==> src/i2cm_pkg.sv <==
// Package for the I2C bit-level master line sequencer.
// Holds request codes, register indexes, sequence phases and the beat structs.
// No dependencies; every other file in src uses it by scoped names.
package i2cm_pkg;

   // Request codes carried by an input beat.
   localparam logic [2:0] CMD_TICK     = 3'd0;
   localparam logic [2:0] CMD_START    = 3'd1;
   localparam logic [2:0] CMD_STOP     = 3'd2;
   localparam logic [2:0] CMD_WRITE    = 3'd3;
   localparam logic [2:0] CMD_READ     = 3'd4;
   localparam logic [2:0] CMD_WAIT_ACK = 3'd5;

   // Configuration register indexes and their reset values.
   localparam int unsigned CSR_INDEX_W = 2;
   localparam logic [CSR_INDEX_W-1:0] CSR_ACK_TIMEOUT    = 2'd0;
   localparam logic [CSR_INDEX_W-1:0] CSR_TICKS_PER_UNIT = 2'd1;
   localparam logic [7:0] ACK_TIMEOUT_RST    = 8'd250;
   localparam logic [7:0] TICKS_PER_UNIT_RST = 8'd1;

   // Segment lengths in delay units.
   localparam logic [2:0] UNITS_EDGE = 3'd4;
   localparam logic [2:0] UNITS_BIT  = 3'd2;
   localparam logic [2:0] UNITS_ONE  = 3'd1;
   localparam logic [3:0] BITS_PER_BYTE = 4'd8;

   // Sequence phases, one-hot.
   typedef enum logic [16:0] {
      PH_IDLE = 17'h00001,
      PH_ST_A = 17'h00002,
      PH_ST_B = 17'h00004,
      PH_SP_A = 17'h00008,
      PH_SP_B = 17'h00010,
      PH_FS_A = 17'h00020,
      PH_FS_B = 17'h00040,
      PH_WR_A = 17'h00080,
      PH_WR_B = 17'h00100,
      PH_WR_C = 17'h00200,
      PH_RD_A = 17'h00400,
      PH_RD_B = 17'h00800,
      PH_AK_A = 17'h01000,
      PH_AK_B = 17'h02000,
      PH_WA_A = 17'h04000,
      PH_WA_B = 17'h08000,
      PH_WA_P = 17'h10000
   } phase_type;

   // Levels the master puts on the bus.
   typedef struct packed {
      logic scl;
      logic sda;
      logic en;
   } line_type;

   // One input beat.
   typedef struct packed {
      logic [2:0] req_type;
      logic [7:0] tx_byte;
      logic       send_ack;
      logic       sda_level;
   } req_item_type;

   // One result beat.
   typedef struct packed {
      logic       scl_level;
      logic       sda_drive;
      logic       sda_enable;
      logic       busy_res;
      logic       done_res;
      logic [7:0] rx_data;
      logic       ack_failed;
      logic       cmd_dropped;
   } rsp_item_type;

   // Configuration seen by the sequencer.
   typedef struct packed {
      logic [7:0] ack_timeout;
      logic [7:0] ticks_per_unit;
   } cfg_type;

   // Status of the sequencer before the current beat is applied.
   typedef struct packed {
      logic busy;
   } seq_status_type;

endpackage

==> src/i2cm_csr.sv <==
// Configuration registers of the I2C line sequencer.
// Depends on i2cm_pkg for register indexes, reset values and cfg_type.
module i2cm_csr (
   input  logic                             clock,
   input  logic                             reset,
   input  logic                             csr_valid,
   output logic                             csr_ready,
   input  logic [i2cm_pkg::CSR_INDEX_W-1:0] csr_index,
   input  logic [7:0]                       csr_data,
   output i2cm_pkg::cfg_type                cfg
);

   logic [7:0] ack_timeout_ff;
   logic [7:0] ack_timeout_in;
   logic [7:0] ticks_per_unit_ff;
   logic [7:0] ticks_per_unit_in;

   // Writes are always taken; unknown indexes are ignored.
   assign csr_ready = 1'b1;

   always_comb begin
      ack_timeout_in    = ack_timeout_ff;
      ticks_per_unit_in = ticks_per_unit_ff;
      if (csr_valid) begin
         case (csr_index)
            i2cm_pkg::CSR_ACK_TIMEOUT:    ack_timeout_in    = csr_data;
            i2cm_pkg::CSR_TICKS_PER_UNIT: ticks_per_unit_in = csr_data;
            default: ;
         endcase
      end
   end

   always_ff @(posedge clock) begin
      if (reset) begin
         ack_timeout_ff    <= i2cm_pkg::ACK_TIMEOUT_RST;
         ticks_per_unit_ff <= i2cm_pkg::TICKS_PER_UNIT_RST;
      end else begin
         ack_timeout_ff    <= ack_timeout_in;
         ticks_per_unit_ff <= ticks_per_unit_in;
      end
   end

   assign cfg.ack_timeout    = ack_timeout_ff;
   assign cfg.ticks_per_unit = ticks_per_unit_ff;

endmodule

==> src/i2cm_seq.sv <==
// Sequencer state and one-tick update logic of the I2C line sequencer.
// Depends on i2cm_pkg for phases, line levels and the beat structs.
module i2cm_seq (
   input  logic                          clock,
   input  logic                          reset,
   input  logic                          advance,
   input  i2cm_pkg::req_item_type        item,
   input  i2cm_pkg::cfg_type             cfg,
   output i2cm_pkg::rsp_item_type        rsp,
   output i2cm_pkg::seq_status_type      status
);

   i2cm_pkg::phase_type phase_ff, phase_in;
   i2cm_pkg::line_type  line_ff, line_in;
   logic [3:0] bit_ff, bit_in;
   logic [2:0] cnt_ff, cnt_in;
   logic [7:0] pre_ff, pre_in;
   logic [7:0] shift_ff, shift_in;
   logic [7:0] wait_ff, wait_in;
   logic       ackc_ff, ackc_in;
   logic [7:0] rx_ff, rx_in;
   logic       fail_ff, fail_in;
   logic       done;
   logic       dropped;

   logic [7:0] per;
   logic [7:0] pre_inc;
   logic [2:0] cnt_dec;
   logic [3:0] bit_inc;
   logic [7:0] shift_up;

   // Prescaler period, unit countdown and bit counter steps.
   assign per      = (cfg.ticks_per_unit == 8'd0) ? 8'd1 : cfg.ticks_per_unit;
   assign pre_inc  = pre_ff + 8'd1;
   assign cnt_dec  = (cnt_ff != 3'd0) ? cnt_ff - 3'd1 : 3'd0;
   assign bit_inc  = bit_ff + 4'd1;
   assign shift_up = {shift_ff[6:0], 1'b0};

   // Next state for one tick.
   always_comb begin
      phase_in = phase_ff;
      line_in  = line_ff;
      bit_in   = bit_ff;
      cnt_in   = cnt_ff;
      pre_in   = pre_ff;
      shift_in = shift_ff;
      wait_in  = wait_ff;
      ackc_in  = ackc_ff;
      rx_in    = rx_ff;
      fail_in  = fail_ff;
      done     = 1'b0;
      dropped  = 1'b0;

      if (phase_ff == i2cm_pkg::PH_IDLE) begin
         // Idle: take a new command.
         bit_in = 4'd0;
         case (item.req_type)
            i2cm_pkg::CMD_START: begin
               phase_in = i2cm_pkg::PH_ST_A;
               line_in  = '{scl: 1'b1, sda: 1'b1, en: 1'b1};
               cnt_in   = i2cm_pkg::UNITS_EDGE;
               pre_in   = 8'd0;
            end
            i2cm_pkg::CMD_STOP: begin
               phase_in = i2cm_pkg::PH_SP_A;
               line_in  = '{scl: 1'b0, sda: 1'b0, en: 1'b1};
               cnt_in   = i2cm_pkg::UNITS_EDGE;
               pre_in   = 8'd0;
            end
            i2cm_pkg::CMD_WRITE: begin
               shift_in = item.tx_byte;
               phase_in = i2cm_pkg::PH_WR_A;
               line_in  = '{scl: 1'b0, sda: item.tx_byte[7], en: 1'b1};
               cnt_in   = i2cm_pkg::UNITS_BIT;
               pre_in   = 8'd0;
            end
            i2cm_pkg::CMD_READ: begin
               shift_in = 8'd0;
               ackc_in  = item.send_ack;
               phase_in = i2cm_pkg::PH_RD_A;
               line_in  = '{scl: 1'b0, sda: line_ff.sda, en: 1'b0};
               cnt_in   = i2cm_pkg::UNITS_BIT;
               pre_in   = 8'd0;
            end
            i2cm_pkg::CMD_WAIT_ACK: begin
               wait_in  = 8'd0;
               fail_in  = 1'b0;
               phase_in = i2cm_pkg::PH_WA_A;
               line_in  = '{scl: line_ff.scl, sda: 1'b1, en: 1'b0};
               cnt_in   = i2cm_pkg::UNITS_ONE;
               pre_in   = 8'd0;
            end
            default: ;
         endcase
      end else begin
         // Busy: commands are dropped, the prescaler runs.
         dropped = (item.req_type >= i2cm_pkg::CMD_START) &&
                   (item.req_type <= i2cm_pkg::CMD_WAIT_ACK);
         if (pre_inc >= per) begin
            pre_in = 8'd0;
            cnt_in = cnt_dec;
            if (cnt_dec == 3'd0) begin
               // End of a segment: move to the next one.
               case (phase_ff)
                  i2cm_pkg::PH_ST_A: begin
                     phase_in = i2cm_pkg::PH_ST_B;
                     line_in  = '{scl: 1'b1, sda: 1'b0, en: 1'b1};
                     cnt_in   = i2cm_pkg::UNITS_EDGE;
                  end
                  i2cm_pkg::PH_ST_B: begin
                     line_in.scl = 1'b0;
                     phase_in    = i2cm_pkg::PH_IDLE;
                     done        = 1'b1;
                  end
                  i2cm_pkg::PH_SP_A: begin
                     phase_in = i2cm_pkg::PH_SP_B;
                     line_in  = '{scl: 1'b1, sda: 1'b1, en: 1'b1};
                     cnt_in   = i2cm_pkg::UNITS_EDGE;
                  end
                  i2cm_pkg::PH_SP_B: begin
                     phase_in = i2cm_pkg::PH_IDLE;
                     done     = 1'b1;
                  end
                  i2cm_pkg::PH_FS_A: begin
                     phase_in = i2cm_pkg::PH_FS_B;
                     line_in  = '{scl: 1'b1, sda: 1'b1, en: 1'b1};
                     cnt_in   = i2cm_pkg::UNITS_EDGE;
                  end
                  i2cm_pkg::PH_FS_B: begin
                     fail_in  = 1'b1;
                     phase_in = i2cm_pkg::PH_IDLE;
                     done     = 1'b1;
                  end
                  i2cm_pkg::PH_WR_A: begin
                     phase_in = i2cm_pkg::PH_WR_B;
                     line_in  = '{scl: 1'b1, sda: line_ff.sda, en: 1'b1};
                     cnt_in   = i2cm_pkg::UNITS_BIT;
                  end
                  i2cm_pkg::PH_WR_B: begin
                     phase_in = i2cm_pkg::PH_WR_C;
                     line_in  = '{scl: 1'b0, sda: line_ff.sda, en: 1'b1};
                     cnt_in   = i2cm_pkg::UNITS_BIT;
                  end
                  i2cm_pkg::PH_WR_C: begin
                     bit_in = bit_inc;
                     if (bit_inc >= i2cm_pkg::BITS_PER_BYTE) begin
                        phase_in = i2cm_pkg::PH_IDLE;
                        done     = 1'b1;
                     end else begin
                        shift_in = shift_up;
                        phase_in = i2cm_pkg::PH_WR_A;
                        line_in  = '{scl: 1'b0, sda: shift_up[7], en: 1'b1};
                        cnt_in   = i2cm_pkg::UNITS_BIT;
                     end
                  end
                  i2cm_pkg::PH_RD_A: begin
                     // Sample SDA as SCL rises.
                     shift_in = {shift_ff[6:0], item.sda_level};
                     phase_in = i2cm_pkg::PH_RD_B;
                     line_in  = '{scl: 1'b1, sda: line_ff.sda, en: 1'b0};
                     cnt_in   = i2cm_pkg::UNITS_ONE;
                  end
                  i2cm_pkg::PH_RD_B: begin
                     bit_in = bit_inc;
                     if (bit_inc >= i2cm_pkg::BITS_PER_BYTE) begin
                        phase_in = i2cm_pkg::PH_AK_A;
                        line_in  = '{scl: 1'b0, sda: !ackc_ff, en: 1'b1};
                     end else begin
                        phase_in = i2cm_pkg::PH_RD_A;
                        line_in  = '{scl: 1'b0, sda: line_ff.sda, en: 1'b0};
                     end
                     cnt_in = i2cm_pkg::UNITS_BIT;
                  end
                  i2cm_pkg::PH_AK_A: begin
                     phase_in = i2cm_pkg::PH_AK_B;
                     line_in  = '{scl: 1'b1, sda: line_ff.sda, en: 1'b1};
                     cnt_in   = i2cm_pkg::UNITS_BIT;
                  end
                  i2cm_pkg::PH_AK_B: begin
                     line_in.scl = 1'b0;
                     rx_in       = shift_ff;
                     phase_in    = i2cm_pkg::PH_IDLE;
                     done        = 1'b1;
                  end
                  i2cm_pkg::PH_WA_A: begin
                     phase_in = i2cm_pkg::PH_WA_B;
                     line_in  = '{scl: 1'b1, sda: 1'b1, en: 1'b0};
                     cnt_in   = i2cm_pkg::UNITS_ONE;
                  end
                  i2cm_pkg::PH_WA_B: begin
                     phase_in = i2cm_pkg::PH_WA_P;
                     line_in  = '{scl: 1'b1, sda: 1'b1, en: 1'b0};
                     cnt_in   = i2cm_pkg::UNITS_ONE;
                  end
                  i2cm_pkg::PH_WA_P: begin
                     // Poll: low SDA is an acknowledge, too many highs fail.
                     if (!item.sda_level) begin
                        line_in.scl = 1'b0;
                        phase_in    = i2cm_pkg::PH_IDLE;
                        done        = 1'b1;
                     end else if (wait_ff >= cfg.ack_timeout) begin
                        phase_in = i2cm_pkg::PH_FS_A;
                        line_in  = '{scl: 1'b0, sda: 1'b0, en: 1'b1};
                        cnt_in   = i2cm_pkg::UNITS_EDGE;
                     end else begin
                        wait_in = wait_ff + 8'd1;
                        cnt_in  = i2cm_pkg::UNITS_ONE;
                     end
                  end
                  default: begin
                     phase_in = i2cm_pkg::PH_IDLE;
                     done     = 1'b1;
                  end
               endcase
            end
         end else begin
            pre_in = pre_inc;
         end
      end
   end

   // State registers, updated once per beat.
   always_ff @(posedge clock) begin
      if (reset) begin
         phase_ff <= i2cm_pkg::PH_IDLE;
         line_ff  <= '{scl: 1'b1, sda: 1'b1, en: 1'b1};
         bit_ff   <= 4'd0;
         cnt_ff   <= 3'd0;
         pre_ff   <= 8'd0;
         shift_ff <= 8'd0;
         wait_ff  <= 8'd0;
         ackc_ff  <= 1'b0;
         rx_ff    <= 8'd0;
         fail_ff  <= 1'b0;
      end else if (advance) begin
         phase_ff <= phase_in;
         line_ff  <= line_in;
         bit_ff   <= bit_in;
         cnt_ff   <= cnt_in;
         pre_ff   <= pre_in;
         shift_ff <= shift_in;
         wait_ff  <= wait_in;
         ackc_ff  <= ackc_in;
         rx_ff    <= rx_in;
         fail_ff  <= fail_in;
      end
   end

   // Result beat shows the state after this tick.
   assign rsp.scl_level   = line_in.scl;
   assign rsp.sda_drive   = line_in.sda;
   assign rsp.sda_enable  = line_in.en;
   assign rsp.busy_res    = (phase_in != i2cm_pkg::PH_IDLE);
   assign rsp.done_res    = done;
   assign rsp.rx_data     = rx_in;
   assign rsp.ack_failed  = fail_in;
   assign rsp.cmd_dropped = dropped;

   assign status.busy = (phase_ff != i2cm_pkg::PH_IDLE);

endmodule

==> src/i2c_bit_level_master.sv <==
// An accepted beat is held in the input register, its result in the result
// register, which decouple the channels. Throughput: one beat per cycle while
// rsp_stall is low; the sequencer update is one short step per tick.
// Reset is synchronous and active high: the bus idles with SCL and SDA driven
// high, registers return to ack_timeout 250 and ticks_per_unit 1.
// Depends on i2cm_pkg, i2cm_csr and i2cm_seq.
module i2c_bit_level_master (
   input  logic                             clock,
   input  logic                             reset,
   // Input channel
   input  logic                             req_valid,
   output logic                             req_stall,
   input  logic [2:0]                       req_type,
   input  logic [7:0]                       req_tx_byte,
   input  logic                             req_send_ack,
   input  logic                             req_sda_level,
   // Result channel
   output logic                             rsp_valid,
   input  logic                             rsp_stall,
   output logic                             rsp_scl_level,
   output logic                             rsp_sda_drive,
   output logic                             rsp_sda_enable,
   output logic                             rsp_busy_res,
   output logic                             rsp_done_res,
   output logic [7:0]                       rsp_rx_data,
   output logic                             rsp_ack_failed,
   output logic                             rsp_cmd_dropped,
   // Configuration write channel
   input  logic                             csr_valid,
   output logic                             csr_ready,
   input  logic [i2cm_pkg::CSR_INDEX_W-1:0] csr_index,
   input  logic [7:0]                       csr_data
);

   logic                       in_valid_ff, in_valid_in;
   i2cm_pkg::req_item_type     item_ff, item_in;
   logic                       out_valid_ff, out_valid_in;
   i2cm_pkg::rsp_item_type     out_ff, out_in;
   logic                       advance;
   i2cm_pkg::cfg_type          cfg;
   i2cm_pkg::rsp_item_type     seq_rsp;
   i2cm_pkg::seq_status_type   seq_status;

   i2cm_csr u_csr (
      .clock     (clock),
      .reset     (reset),
      .csr_valid (csr_valid),
      .csr_ready (csr_ready),
      .csr_index (csr_index),
      .csr_data  (csr_data),
      .cfg       (cfg)
   );

   i2cm_seq u_seq (
      .clock   (clock),
      .reset   (reset),
      .advance (advance),
      .item    (item_ff),
      .cfg     (cfg),
      .rsp     (seq_rsp),
      .status  (seq_status)
   );

   // The held beat moves on when the result register is free or being emptied.
   assign advance   = in_valid_ff && (!out_valid_ff || !rsp_stall);
   assign req_stall = in_valid_ff && !advance;

   // Input register.
   always_comb begin
      in_valid_in = in_valid_ff;
      item_in     = item_ff;
      if (!req_stall) begin
         in_valid_in = req_valid;
         item_in     = '{req_type: req_type, tx_byte: req_tx_byte,
                         send_ack: req_send_ack, sda_level: req_sda_level};
      end
   end

   // Result register.
   always_comb begin
      out_valid_in = out_valid_ff;
      out_in       = out_ff;
      if (advance) begin
         out_valid_in = 1'b1;
         out_in       = seq_rsp;
      end else if (!rsp_stall) begin
         out_valid_in = 1'b0;
      end
   end

   always_ff @(posedge clock) begin
      if (reset) begin
         in_valid_ff  <= 1'b0;
         out_valid_ff <= 1'b0;
      end else begin
         in_valid_ff  <= in_valid_in;
         out_valid_ff <= out_valid_in;
      end
   end

   always_ff @(posedge clock) begin
      item_ff <= item_in;
      out_ff  <= out_in;
   end

   assign rsp_valid       = out_valid_ff;
   assign rsp_scl_level   = out_ff.scl_level;
   assign rsp_sda_drive   = out_ff.sda_drive;
   assign rsp_sda_enable  = out_ff.sda_enable;
   assign rsp_busy_res    = out_ff.busy_res;
   assign rsp_done_res    = out_ff.done_res;
   assign rsp_rx_data     = out_ff.rx_data;
   assign rsp_ack_failed  = out_ff.ack_failed;
   assign rsp_cmd_dropped = out_ff.cmd_dropped;

   // A finishing tick never reports the sequence as still busy.
   a_done_not_busy: assert property (@(posedge clock) disable iff (reset)
      rsp_valid && rsp_done_res |-> !rsp_busy_res)
      else $error("done and busy reported in the same beat");

   // A command is only reported dropped while a sequence was running.
   a_drop_only_busy: assert property (@(posedge clock) disable iff (reset)
      advance && !seq_status.busy |-> !seq_rsp.cmd_dropped)
      else $error("command dropped while idle");

   // A beat that moves on lands in the result register.
   a_advance_lands: assert property (@(posedge clock) disable iff (reset)
      advance |=> out_valid_ff)
      else $error("advanced beat lost before the result register");

endmodule
==> config.mk <==
export PLATFORM = sky130hd
export DESIGN_NAME = i2c_bit_level_master
export DESIGN_NICKNAME = d
export VERILOG_FILES = /design/src/i2cm_pkg.sv /design/src/i2cm_csr.sv /design/src/i2cm_seq.sv /design/src/i2c_bit_level_master.sv
export SDC_FILE = /design/constraint.sdc
export NUM_CORES = 1
export LEC_CHECK = 0
export ABC_AREA = 1
export BUFFER_PORTS_ARGS = -buffer_cell sky130_fd_sc_hd__buf_4
export CAP_MARGIN = 20
export CORE_MARGIN = 2
export CORE_UTILIZATION = 25
export CTS_BUF_LIST = sky130_fd_sc_hd__clkbuf_2 sky130_fd_sc_hd__clkbuf_4 sky130_fd_sc_hd__clkbuf_8
export DETAILED_ROUTE_END_ITERATION = 6
export SYNTH_ARGS = -nofsm -noshare
export SYNTH_HDL_FRONTEND = slang
export SYNTH_SLANG_ARGS = --single-unit
==> constraint.sdc <==
create_clock -name clock -period 5 [get_ports clock]
set_clock_uncertainty 0.15 [all_clocks]
set_input_delay 0 -clock clock [delete_from_list [all_inputs] [get_ports clock]]
set_output_delay 0 -clock clock [all_outputs]
set_load 0.02 [all_outputs]
Word-level counts from Yosys, hierarchy flattened
Index checks and enable logic that the tools add are counted.

cells by class
  add/subtract/negate cells = 4
  $lt $le $gt $ge = 5
  equal/unequal tests = 30
  muxes and demuxes = 64
  bitwise operators = 2
  reduce and logical (&&, ||, !) cells = 40

operator list
  cell                    count
  $pmux W17 S12           1
  $mux W8                 20
  $mux W17                5
  $pmux W17 S5            1
  $mux W3                 12
  $pmux W8 S2             2
  $pmux W3 S5             2
  $eq A17 B1 Y1 const B   1
  $eq A17 B10 Y1 const B  1
  $eq A17 B11 Y1 const B  1
  $eq A17 B12 Y1 const B  1
  $eq A17 B13 Y1 const B  1
  $eq A17 B14 Y1 const B  1
  $eq A17 B15 Y1 const B  1
  $eq A17 B16 Y1 const B  1
  $eq A17 B17 Y1 const B  1
  $eq A17 B2 Y1 const B   1
  $eq A17 B3 Y1 const B   1
  $eq A17 B4 Y1 const B   1
  $eq A17 B6 Y1 const B   1
  $eq A17 B7 Y1 const B   1
  $eq A17 B8 Y1 const B   1
  $eq A17 B9 Y1 const B   1
  $ne A17 B1 Y1 const B   1
  44 further kinds        85

word-level totals
  bits in registers = 107
  input bits = 28
  output and inout port bits = 18

Longest topological paths before layout
Gate-level depths: netlist of run 1.

  depth in word-level cells = 8
  depth in mapped cells = 20

By module
From an unflattened synthesis of run 1, not the netlist that was laid out.

unflattened totals
  cells, all modules = 821
  area, all modules = 6055.8 um^2

by module, submodules not included
  module                times used  cells each  area an instance (um^2)  sequential area each (um^2)
  i2cm_seq              1           690         4476.8                   1221.2
  i2c_bit_level_master  1           38          924.6                    880.8
  i2cm_csr              1           93          654.4                    320.3

Worst setup path after synthesis of run 1
OpenSTA, ideal clock, no wires.

  path type = flip-flop to flip-flop
  start = reg u_seq.pre_ff[0]
  end = reg out_ff, in the netlist rsp_busy_res (data pin)
  arrival time = 2.463 ns
  data required time = 4.587 ns
  slack = 2.124 ns
  cell stages (with the launch flop) = 18
  path buffers = 1
  period minus slack after synthesis = 2.876 ns
  path through = dfxtp_1 > nand3_1 > nor3b_1 > nand2_1 > xnor2_1 > ha_1 > a21oi_1 > o21a_1 > nand3_2 > nand2_2 > buf_2 > nand2_1 > o21ai_0 > nand2_1 > nor2_1 > nand2_1 > nor2_1 > nand3_1

RTL lines
  what                      RTL line                     RTL
  start: declaration        i2cm_seq.sv:17               logic [7:0] pre_ff, pre_in;
  start signal: assignment  i2cm_seq.sv:240              pre_ff <= pre_in;
  end signal: assignment    i2c_bit_level_master.sv:103  out_ff <= out_in;
  end: declaration          i2c_bit_level_master.sv:38   i2cm_pkg::rsp_item_type out_ff, out_in;

==> impl_metrics.csv, run 1 <==
group,metric,value,unit
die,die_w,159,µm
grt,grt_remaining_overflow,0,
worst_setup_path,endpoint_kind,"flip-flop",
worst_setup_path,arrival,3.86,ns
die,die_height,159,µm
final_layout,instances_no_fill,1230,
die,io_pins,46,
pwr,p_int,1.30,mW
status,status,"complete, no violations",
worst_hold_path,hp-class,"in2reg",
drt,avgViaCountPerCell,4.62,
place,portBuffers,44,
pwr,p_sw_share,36.1,%
synth,synthFlopType,"dfxtp_1",
sta,worst-slew-pin-transition,0.625,ns
worst_setup_path,crit_type,"reg2reg",
clock_tree,clk_latency,0.40,ns
clock_tree,clk_pin_slew,0.13,ns
grt,grt_usage,12.9,%
die,rows,56,
final_layout,drive_gt1_share,10.3,%
worst_setup_path,timing.rr.start,"u_seq.pre_ff[0]",
drt,routed_wl,16400,µm
clock_tree,hold_buffers,32,
synth,yosysMostFrequentCell,"nand2_1",
sta,finalSetupViolCount,0,
drt,drtPass1Iterations,5,
sta,fin_crit_sh,73.1,%
worst_setup_path,critical_path.top_delay_family,"simple AND/OR/NAND/NOR gates",
clock_tree,cts.sinks,107,
die,start_util,25.5,%
grt,first_global_vias,5217,
synth,yosys.area.top_type,"dfxtp_1",
die,coreArea,0.0235,mm²
clock_tree,cts_buffers,9,
final_layout,diodes,0,
job,max-cap-violations,0,
clock_tree,cts_resized,0,
synth,synth_common_cells,"nand2_1 (169), inv_1 (112), nor2_1 (104), dfxtp_1 (79), o21ai_0 (74)",
final_layout,utilization,30.6,%
worst_setup_path,slowest_delay,0.42,ns
place,dp_hpwl,11700,µm
pwr,p_leak,3.11,nW
worst_setup_path,r2r_cells,15,
worst_setup_path,r2r_end,"u_seq.rx_ff[1]",
pwr,pwr-share-comb,24.6,%
synth,synthesis.nets,890,
pwr,clkPwrFrac,27.9,%
pwr,ir_worst_vdd,0.202,mV
clock_tree,clockBufferDepth,2,
sta,min_period,3.65,ns
worst_hold_path,hold_depth,2,
clock_tree,cts_tree,"built",
clock_tree,htreeDepth,3,
drt,via_count,5677,
clock_tree,cts_root_buf,"clkbuf_8",
final_layout,fin_nets,953,
sta,grt_setup_unrepaired,"false",
worst_setup_path,crit_path_start_kind,"flip-flop",
synth,ys_seq_elements,107,
synth,synth_cell_types,50,
worst_setup_path,crit_buf_inv,2,
synth,ys_seq_area_share,40.3,%
pwr,powerDensity,284,mW/mm²
worst_setup_path,worst_ep_required_time,5.21,ns
worst_setup_path,regToRegSetupSlack,1.35,ns
grt,antenna_found_initial,0,
drt,ant_nets,0,
place,place_congestion,0.900,
drt,drc,0,
worst_hold_path,min_from,"req_tx_byte[6]",
grt,grt_pass1_wl,26700,µm
pwr,p_seq_share,47.6,%
worst_hold_path,min_to,"item_ff[8]",
synth,ys_async_sr_fraction,0,%
synth,netlist_instances,843,
final_layout,area_growth,19.8,%
worst_setup_path,crit_fanout,19,
worst_setup_path,crit_chain,"nand3_1, nor3b_1, nand2_1, xnor2_1, ha_1, nand2_1, nor2_1, nand4_1, nand3_2, nand2_2, inv_2, nand3_2, o21ai_0, o21ai_0, inv_1",
sta,fmax,274,MHz
worst_setup_path,critical-path-slowest-cell,"dfxtp_1",
drt,wire_per_inst,13.4,µm
synth,synth-edff-count,28,
sta,slew-limit-headroom,58.3,%
sta,finalSetupTns,0,ns
sta,hold_violations,0,
clock_tree,cts_setup_buffers,0,
synth,synthDominantCellAreaShare,26.3,%
grt,grt_max_degree,48,
synth,synthTopCellsByArea,"dfxtp_1 (26%), edfxtp_1 (14%), nand2_1 (11%)",
sta,drv_slew,0,
drt,first_iter_violations,417,
die,die_area,0.0253,mm²
synth,syn_area,0.00601,mm²
place,post-place-cells,1181,
pwr,p_sw,0.737,mW
synth,avgSynthCellArea,7.12,µm²
synth,yosys_warnings,0,
cells by family (layout without fill, tap and decap cells):
family	Yosys count	after routing	synth area share, %
adders and majority gates	19	19	3.96
and+or+nand+nor	374	374	27.6
AOI/OAI and AO/OA	189	189	17.4
buffers and inverters	146	214	9.69
xor gates and xnor gates	7	7	1.02
DFF	107	107	40.3
other	1	1	0.0624
layout make-up:
| type | instances | area (µm²) |
|---|---|---|
| fillers | 2576 | 16300 |
| multi-input cells | 590 | 3010 |
| inverters | 117 | 442 |
| repair buffers | 81 | 708 |
| clock buffers | 9 | 124 |
| flip-flops and latches | 107 | 2420 |
| clock inverters | 7 | 88.8 |
| well taps | 319 | 399 |
metrics by stage:
| step | power [mW] | instance area, µm² | hold slack (ns) | setup WS [ns] |
|---|---|---|---|---|
| 2_1_floorplan | 1.33 | 6010 | -0.0511 | 2.12 |
| 3_3_place_gp | 1.46 | 6630 | 0.0289 | 1.55 |
| 3_5_place_dp | 1.46 | 6630 | 0.0309 | 1.39 |
| 4_1_cts | 2.05 | 7170 | 0.142 | 1.36 |
| 5_1_grt | 2.15 | 7190 | 0.156 | 0.933 |
| 6_report | 2.04 | 7190 | 0.160 | 1.35 |
per-layer routing:
metal  track usage, %  routed length [µm]
met1             16.8                7510
met2             22.0                7940
met3             1.82                 646
met4             4.42                 330
met5                0                   0
power by group through the flow:
stage	clock network, mW	logic (mW)	registers [mW]
3_5_place_dp	0	0.474	0.990
6_report	0.569	0.501	0.971
2_1_floorplan	0	0.342	0.989
3_3_place_gp	0	0.469	0.990
5_1_grt	0.615	0.560	0.977
4_1_cts	0.587	0.496	0.971
flip-flops by register name (all words and copies together), names as in the netlist, 3 cells and up:
| register | cells |
|---|---|
| u_seq.shift_ff | 8 |
| u_seq.bit_ff | 4 |
| u_seq.cnt_ff | 3 |
| u_seq.rx_ff | 8 |
| u_seq.phase_ff | 17 |
| u_csr.ack_timeout_ff | 8 |
| u_seq.line_ff | 3 |
| u_seq.pre_ff | 8 |
| u_seq.wait_ff | 8 |
| u_csr.ticks_per_unit_ff | 8 |
| rsp_rx_data | 8 |
| item_ff | 13 |
cell usage in the layout (no fill, tap or decap), types with 3 or more instances in the layout:
cell type and count:
buf_4 48, dfxtp_1 79, dlygate4sd3_1 32, nand2_1 169, edfxtp_1 28, xor2_1 5, inv_2 3, a31oi_1 5
nor2_2 8, nor2_4 4, a211oi_1 6, a22oi_1 3, a21oi_1 66, nor2_1 103, ha_1 19, nand3_1 45
nand3_2 4, nand3b_1 4, nor3_1 14, o21ai_1 13, clkbuf_8 9, o21ai_0 74, o211ai_1 9, inv_1 112
nor4_1 3, nand4_1 11
worst max-delay path by stage:
| stage | start | endpoint | slack (ns) | cells after the start |
|---|---|---|---|---|
| detailed placement | u_seq.pre_ff[0] | u_seq.rx_ff[4] | 1.39 | 16 |
| global route | u_seq.pre_ff[0] | u_seq.rx_ff[6] | 0.93 | 16 |
| CTS | u_seq.pre_ff[0] | u_seq.rx_ff[4] | 1.36 | 16 |
| global placement | u_seq.pre_ff[0] | u_seq.rx_ff[5] | 1.55 | 16 |
| floorplan | u_seq.pre_ff[0] | rsp_busy_res | 2.12 | 17 |
| finish | u_seq.pre_ff[0] | u_seq.rx_ff[1] | 1.35 | 15 |
Power figures use the tool's default switching activity.
==> run 2: changes to the inputs <==
==> constraint.sdc (replaced) <==
create_clock -name clock -period 3.1 [get_ports clock]
set_clock_uncertainty 0.15 [all_clocks]
set_input_delay 0 -clock clock [delete_from_list [all_inputs] [get_ports clock]]
set_output_delay 0 -clock clock [all_outputs]
set_load 0.02 [all_outputs]
==> impl_metrics.csv, run 2 (synthesized netlist as in run 1, its figures left out) <==
group,metric,value,unit
final_layout,layout_commonest_cell,"nand2_1",
drt,via_count,5833,
worst_hold_path,hold_depth,5,
drt,drtPass1Iterations,5,
clock_tree,htreeDepth,3,
sta,finalSetupViolCount,0,
worst_setup_path,crit_type,"reg2reg",
place,dp_hpwl,12100,µm
final_layout,fillers,2533,
worst_setup_path,crit_buf_inv,1,
worst_setup_path,timing.rr.start,"u_seq.pre_ff[0]",
job,max-cap-violations,0,
final_layout,top_regs,"u_seq.phase_ff: 17 flops, item_ff: 13 flops",
sta,hold_slack,0.0749,ns
worst_setup_path,worst_ep_required_time,3.12,ns
clock_tree,clockBufferDepth,2,
drt,avgViaCountPerCell,4.64,
place,place_congestion,0.930,
pwr,ir_worst_vdd,0.236,mV
die,rows,56,
grt,grt_max_degree,47,
clock_tree,cts_root_buf,"clkbuf_8",
sta,fmax,338,MHz
worst_setup_path,crit_fanout,6,
die,die_height,159,µm
drt,wl_met1,7760,µm
drt,routed_wl,17100,µm
worst_setup_path,regToRegSetupSlack,0.14,ns
sta,hold_violations,0,
final_layout,stdcell_area,0.00761,mm²
sta,worst-slew-pin-transition,0.749,ns
worst_setup_path,r2r_end,"rsp_busy_res",
final_layout,fin_nets,980,
clock_tree,clk_pin_slew,0.13,ns
worst_setup_path,r2r_cells,17,
final_layout,diodes,0,
pwr,p_total,3.52,mW
drt,highest-signal-layer,"met4",
die,start_util,25.5,%
worst_hold_path,hp-class,"in2reg",
grt,grt_usage,13.2,%
clock_tree,clk_latency,0.40,ns
sta,fin_crit_sh,95.3,%
sta,grt_setup_unrepaired,"true",
die,coreArea,0.0235,mm²
final_layout,utilization,32.3,%
final_layout,final_cell_mix,"nand2_1 (165), inv_1 (111), nor2_1 (102), dfxtp_1 (76), buf_4 (70)",
worst_setup_path,crit_start,"u_seq.pre_ff[0]",
place,dp_slack,0.0205,ns
place,post-place-cells,1195,
status,status,"complete, no violations",
final_layout,seq_area,0.00243,mm²
final_layout,drive_gt1_share,15.6,%
die,die_w,159,µm
sta,drv_slew,0,
worst_setup_path,cp_common_cell,"nand2_1",
worst_setup_path,slowest_delay,0.40,ns
grt,grt_remaining_overflow,0,
place,portBuffers,44,
drt,ant_nets,0,
worst_setup_path,crit_path_start_kind,"flip-flop",
worst_hold_path,min_to,"u_csr.ack_timeout_ff[0]",
worst_setup_path,arrival,2.97,ns
grt,grt_pass1_wl,27300,µm
die,die_area,0.0253,mm²
sta,slew-limit-headroom,49.7,%
drt,first_iter_violations,486,
grt,antenna_found_initial,0,
drt,drc,0,
worst_setup_path,critical_path.top_delay_family,"simple AND/OR/NAND/NOR gates",
drt,dr_wl_met2,8030,µm
place,placed_area,0.00674,mm²
final_layout,area_growth,26.7,%
final_layout,largest_reg_flops,17,
drt,wire_per_inst,13.6,µm
drt,met3_length,933,µm
worst_setup_path,critical-path-slowest-cell,"dfxtp_4",
worst_hold_path,min_from,"csr_valid",
die,io_pins,46,
final_layout,largest_register,"u_seq.phase_ff",
clock_tree,cts_tree,"built",
final_layout,multi_input_area,0.00317,mm²
worst_setup_path,endpoint_kind,"flip-flop",
pwr,powerDensity,463,mW/mm²
sta,fin_ws,0.144,ns
grt,first_global_vias,5270,
pwr,p_leak,3.28,nW
worst_setup_path,crit_chain,"nand3_4, nor3b_2, nand2_1, xnor2_2, ha_1, a21oi_1, o21a_1, nand3_4, nand2_8, buf_6, nand2_1, o21ai_1, nand2_1, nor2_1, nand2_1, nor2_1, nand3_1",
clock_tree,cts_buffers,9,
final_layout,instances_no_fill,1257,
sta,min_period,2.96,ns
sta,finalSetupTns,0,ns
clock_tree,cts.sinks,107,
==> run 2: worst register-to-register path, cell delays in order (launching register included) <==
cell and delay [ns]:
dfxtp_4 0.40, nand3_4 0.08, nor3b_2 0.20, nand2_1 0.11
xnor2_2 0.18, ha_1 0.27, a21oi_1 0.13, o21a_1 0.18
nand3_4 0.14, nand2_8 0.15, buf_6 0.13, nand2_1 0.05
o21ai_1 0.08, nand2_1 0.11, nor2_1 0.11, nand2_1 0.07
nor2_1 0.11, nand3_1 0.07
==> run 2: worst max-delay path by stage <==
stage                endpoint  slack, ns  depth (start not counted)
4_1_cts        u_seq.rx_ff[1]      0.002                         16
3_5_place_dp   u_seq.rx_ff[1]       0.02                         16
5_1_grt          rsp_busy_res      -0.07                         18
6_report         rsp_busy_res       0.14                         17
3_3_place_gp     rsp_busy_res       0.09                         17
2_1_floorplan    rsp_busy_res       0.22                         17
==> run 2: repair_timing <==
action	4_1_cts	5_1_grt
hold buffers	30	0
gates resized for setup	0	59
setup buffers	0	13
endpoints found under the setup margin	0	43
hold endpoints to repair	45	0
==> run 2: layout make-up <==
cell class	instances	area share, %
well taps	319	5.24
clock buffers	9	1.63
inverters	117	5.90
clock inverters	7	1.13
flip-flops and latches	107	31.9
repair buffers	107	12.5
multi-input cells	591	41.6
==> run 2: layer usage <==
metal | vias up | global-route usage (%)
met4 | 0 | 3.80
li1 | 2979 | -
met2 | 159 | 22.3
met3 | 21 | 2.16
met1 | 2674 | 17.5
met5 | - | 0
==> run 2: report_power, final <==
| group | internal [mW] | total, mW | switching, mW |
|---|---|---|---|
| registers | 1.51 | 1.56 | 0.0523 |
| clock network | 0.330 | 0.909 | 0.580 |
| logic | 0.410 | 1.05 | 0.643 |
| total | 2.25 | 3.52 | 1.27 |
==> run 3: changes to the inputs <==
--- a/config.mk
+++ b/config.mk
@@ -8,6 +8,7 @@
 export ABC_AREA = 1
 export BUFFER_PORTS_ARGS = -buffer_cell sky130_fd_sc_hd__buf_4
 export CAP_MARGIN = 20
+export CORE_ASPECT_RATIO = 0.9
 export CORE_MARGIN = 2
 export CORE_UTILIZATION = 25
 export CTS_BUF_LIST = sky130_fd_sc_hd__clkbuf_2 sky130_fd_sc_hd__clkbuf_4 sky130_fd_sc_hd__clkbuf_8
==> impl_metrics.csv, run 3 (synthesized netlist as in run 1, its figures left out) <==
group,metric,value,unit
status,status,"finished, violations left",
status,failed_checks,"DRC",
worst_setup_path,crit_fanout,4,
sta,slew-limit-headroom,29.5,%
sta,hold_violations,0,
final_layout,final_cell_mix,"nand2_1 (166), inv_1 (111), nor2_1 (100), dfxtp_1 (76), buf_4 (66)",
drt,drc,2,
die,die_w,167,µm
worst_setup_path,crit_type,"reg2reg",
worst_setup_path,arrival,3.00,ns
pwr,p_leak,3.27,nW
place,portBuffers,44,
place,dp_hpwl,12000,µm
drt,avgViaCountPerCell,4.70,
grt,grt_remaining_overflow,0,
final_layout,drive_gt1_share,14.6,%
sta,worst-slew-pin-transition,1.06,ns
final_layout,largest_register,"u_seq.phase_ff",
worst_hold_path,hold_depth,5,
sta,fin_crit_sh,96.1,%
sta,hold_slack,0.0322,ns
clock_tree,clk_pin_slew,0.12,ns
clock_tree,clk_latency,0.41,ns
final_layout,layout_commonest_cell,"nand2_1",
worst_setup_path,critical-path-slowest-cell,"dfxtp_4",
drt,via_count,5808,
clock_tree,cts_root_buf,"clkbuf_8",
die,die_area,0.0253,mm²
worst_hold_path,min_from,"csr_valid",
clock_tree,cts.sinks,107,
worst_setup_path,crit_start,"u_seq.pre_ff[0]",
final_layout,top_regs,"u_seq.phase_ff: 17 flops, item_ff: 13 flops",
die,rows,53,
worst_hold_path,min_to,"u_csr.ack_timeout_ff[5]",
worst_setup_path,r2r_cells,16,
worst_setup_path,timing.rr.start,"u_seq.pre_ff[0]",
drt,first_iter_violations,456,
worst_setup_path,r2r_end,"rsp_busy_res",
grt,grt_max_degree,47,
final_layout,area_growth,24.9,%
sta,fmax,336,MHz
worst_setup_path,worst_ep_required_time,3.12,ns
drt,wire_per_inst,13.9,µm
sta,finalSetupViolCount,0,
worst_setup_path,slowest_delay,0.40,ns
sta,drv_slew,0,
grt,antenna_found_initial,0,
place,post-place-cells,1180,
die,die_height,151,µm
grt,grt_pass1_wl,27400,µm
grt,first_global_vias,5334,
grt,grt_usage,13.5,%
sta,min_period,2.98,ns
worst_setup_path,regToRegSetupSlack,0.12,ns
job,max-cap-violations,0,
drt,ant_nets,0,
clock_tree,htreeDepth,3,
die,io_pins,46,
clock_tree,cts_tree,"built",
clock_tree,cts_buffers,9,
place,placed_area,0.00674,mm²
worst_setup_path,crit_chain,"nand3_4, nor3b_4, nand2_2, xnor2_2, ha_1, nand2_2, nor2_2, nand4_1, nand3_4, buf_6, clkbuf_16, a21oi_1, o21ai_1, nand2_1, nor3_2, nand3_1",
worst_setup_path,crit_path_start_kind,"flip-flop",
final_layout,fin_nets,975,
final_layout,instances_no_fill,1235,
worst_hold_path,hp-class,"in2reg",
final_layout,stdcell_area,0.00750,mm²
drt,routed_wl,17100,µm
die,coreArea,0.0235,mm²
place,place_congestion,0.929,
worst_setup_path,endpoint_kind,"flip-flop",
clock_tree,clockBufferDepth,2,
pwr,ir_worst_vdd,0.176,mV
pwr,powerDensity,460,mW/mm²
final_layout,largest_reg_flops,17,
drt,drtPass1Iterations,7,
final_layout,diodes,0,
die,start_util,25.6,%
-- run 3: power breakdown --
| group | internal, mW | switching [mW] | total [mW] |
|---|---|---|---|
| logic | 0.378 | 0.617 | 0.994 |
| clock network | 0.324 | 0.568 | 0.892 |
| registers | 1.51 | 0.0519 | 1.56 |
| total | 2.21 | 1.24 | 3.45 |
-- run 3: area by class of cell --
type                       count  area [µm²]
inverter                     117         449
multi-input combinational    590        3120
clock buffer                   9         124
clock inverter                 7        73.8
timing repair buffer         103         918
fill                        2513       16000
tap                          302         378
sequential                   107        2430
-- run 3: through the flow --
| stage | setup WS [ns] | utilization [%] | total power [mW] | TNS (ns) |
|---|---|---|---|---|
| final | 0.122 | 31.9 | 3.45 | 0 |
| after global routing | -0.0441 | 31.9 | 3.63 | -0.135 |
| after CTS | 0.0616 | 30.9 | 3.30 | 0 |
| after detailed placement | 0.0853 | 28.7 | 2.39 | 0 |
| after global placement | 0.159 | 28.7 | 2.38 | 0 |
| after floorplan | 0.224 | - | 2.15 | 0 |
-- run 3: worst max path at each step --
stage                                    to  slack [ns]  cells past startpoint
after floorplan                rsp_busy_res        0.22                     17
after global placement    u_seq.shift_ff[1]        0.16                     15
after detailed placement  u_seq.shift_ff[1]        0.09                     15
after CTS                 u_seq.shift_ff[6]        0.06                     15
after global routing           rsp_busy_res       -0.04                     17
final                          rsp_busy_res        0.12                     16
-- run 3: timing repair --
action                                 in CTS  in global routing
gates resized for setup                     0                 47
hold buffers                               31                  0
endpoints found under the hold margin      45                  0
setup buffers                               0                  6
setup endpoints to repair                   0                 54
-- run 3: metal layers --
metal,vias up,global-route usage [%],part of all wire [%]
met5,-,0,0
met4,0,4.13,1.4
met3,15,1.75,5.4
met2,179,21.8,46
met1,2662,18.9,48
li1,2952,-,-
-- run 3: worst max-delay path, delay by kind of cell, from the launching register on --
kind | cells | cell delay [ns]
flip-flops | 1 | 0.40
buffers and inverters | 2 | 0.26
adder cells (fa/ha/maj) | 1 | 0.32
AO/OA/AOI/OAI | 2 | 0.24
XOR/XNOR | 1 | 0.15
AND/OR/NAND/NOR | 10 | 1.22
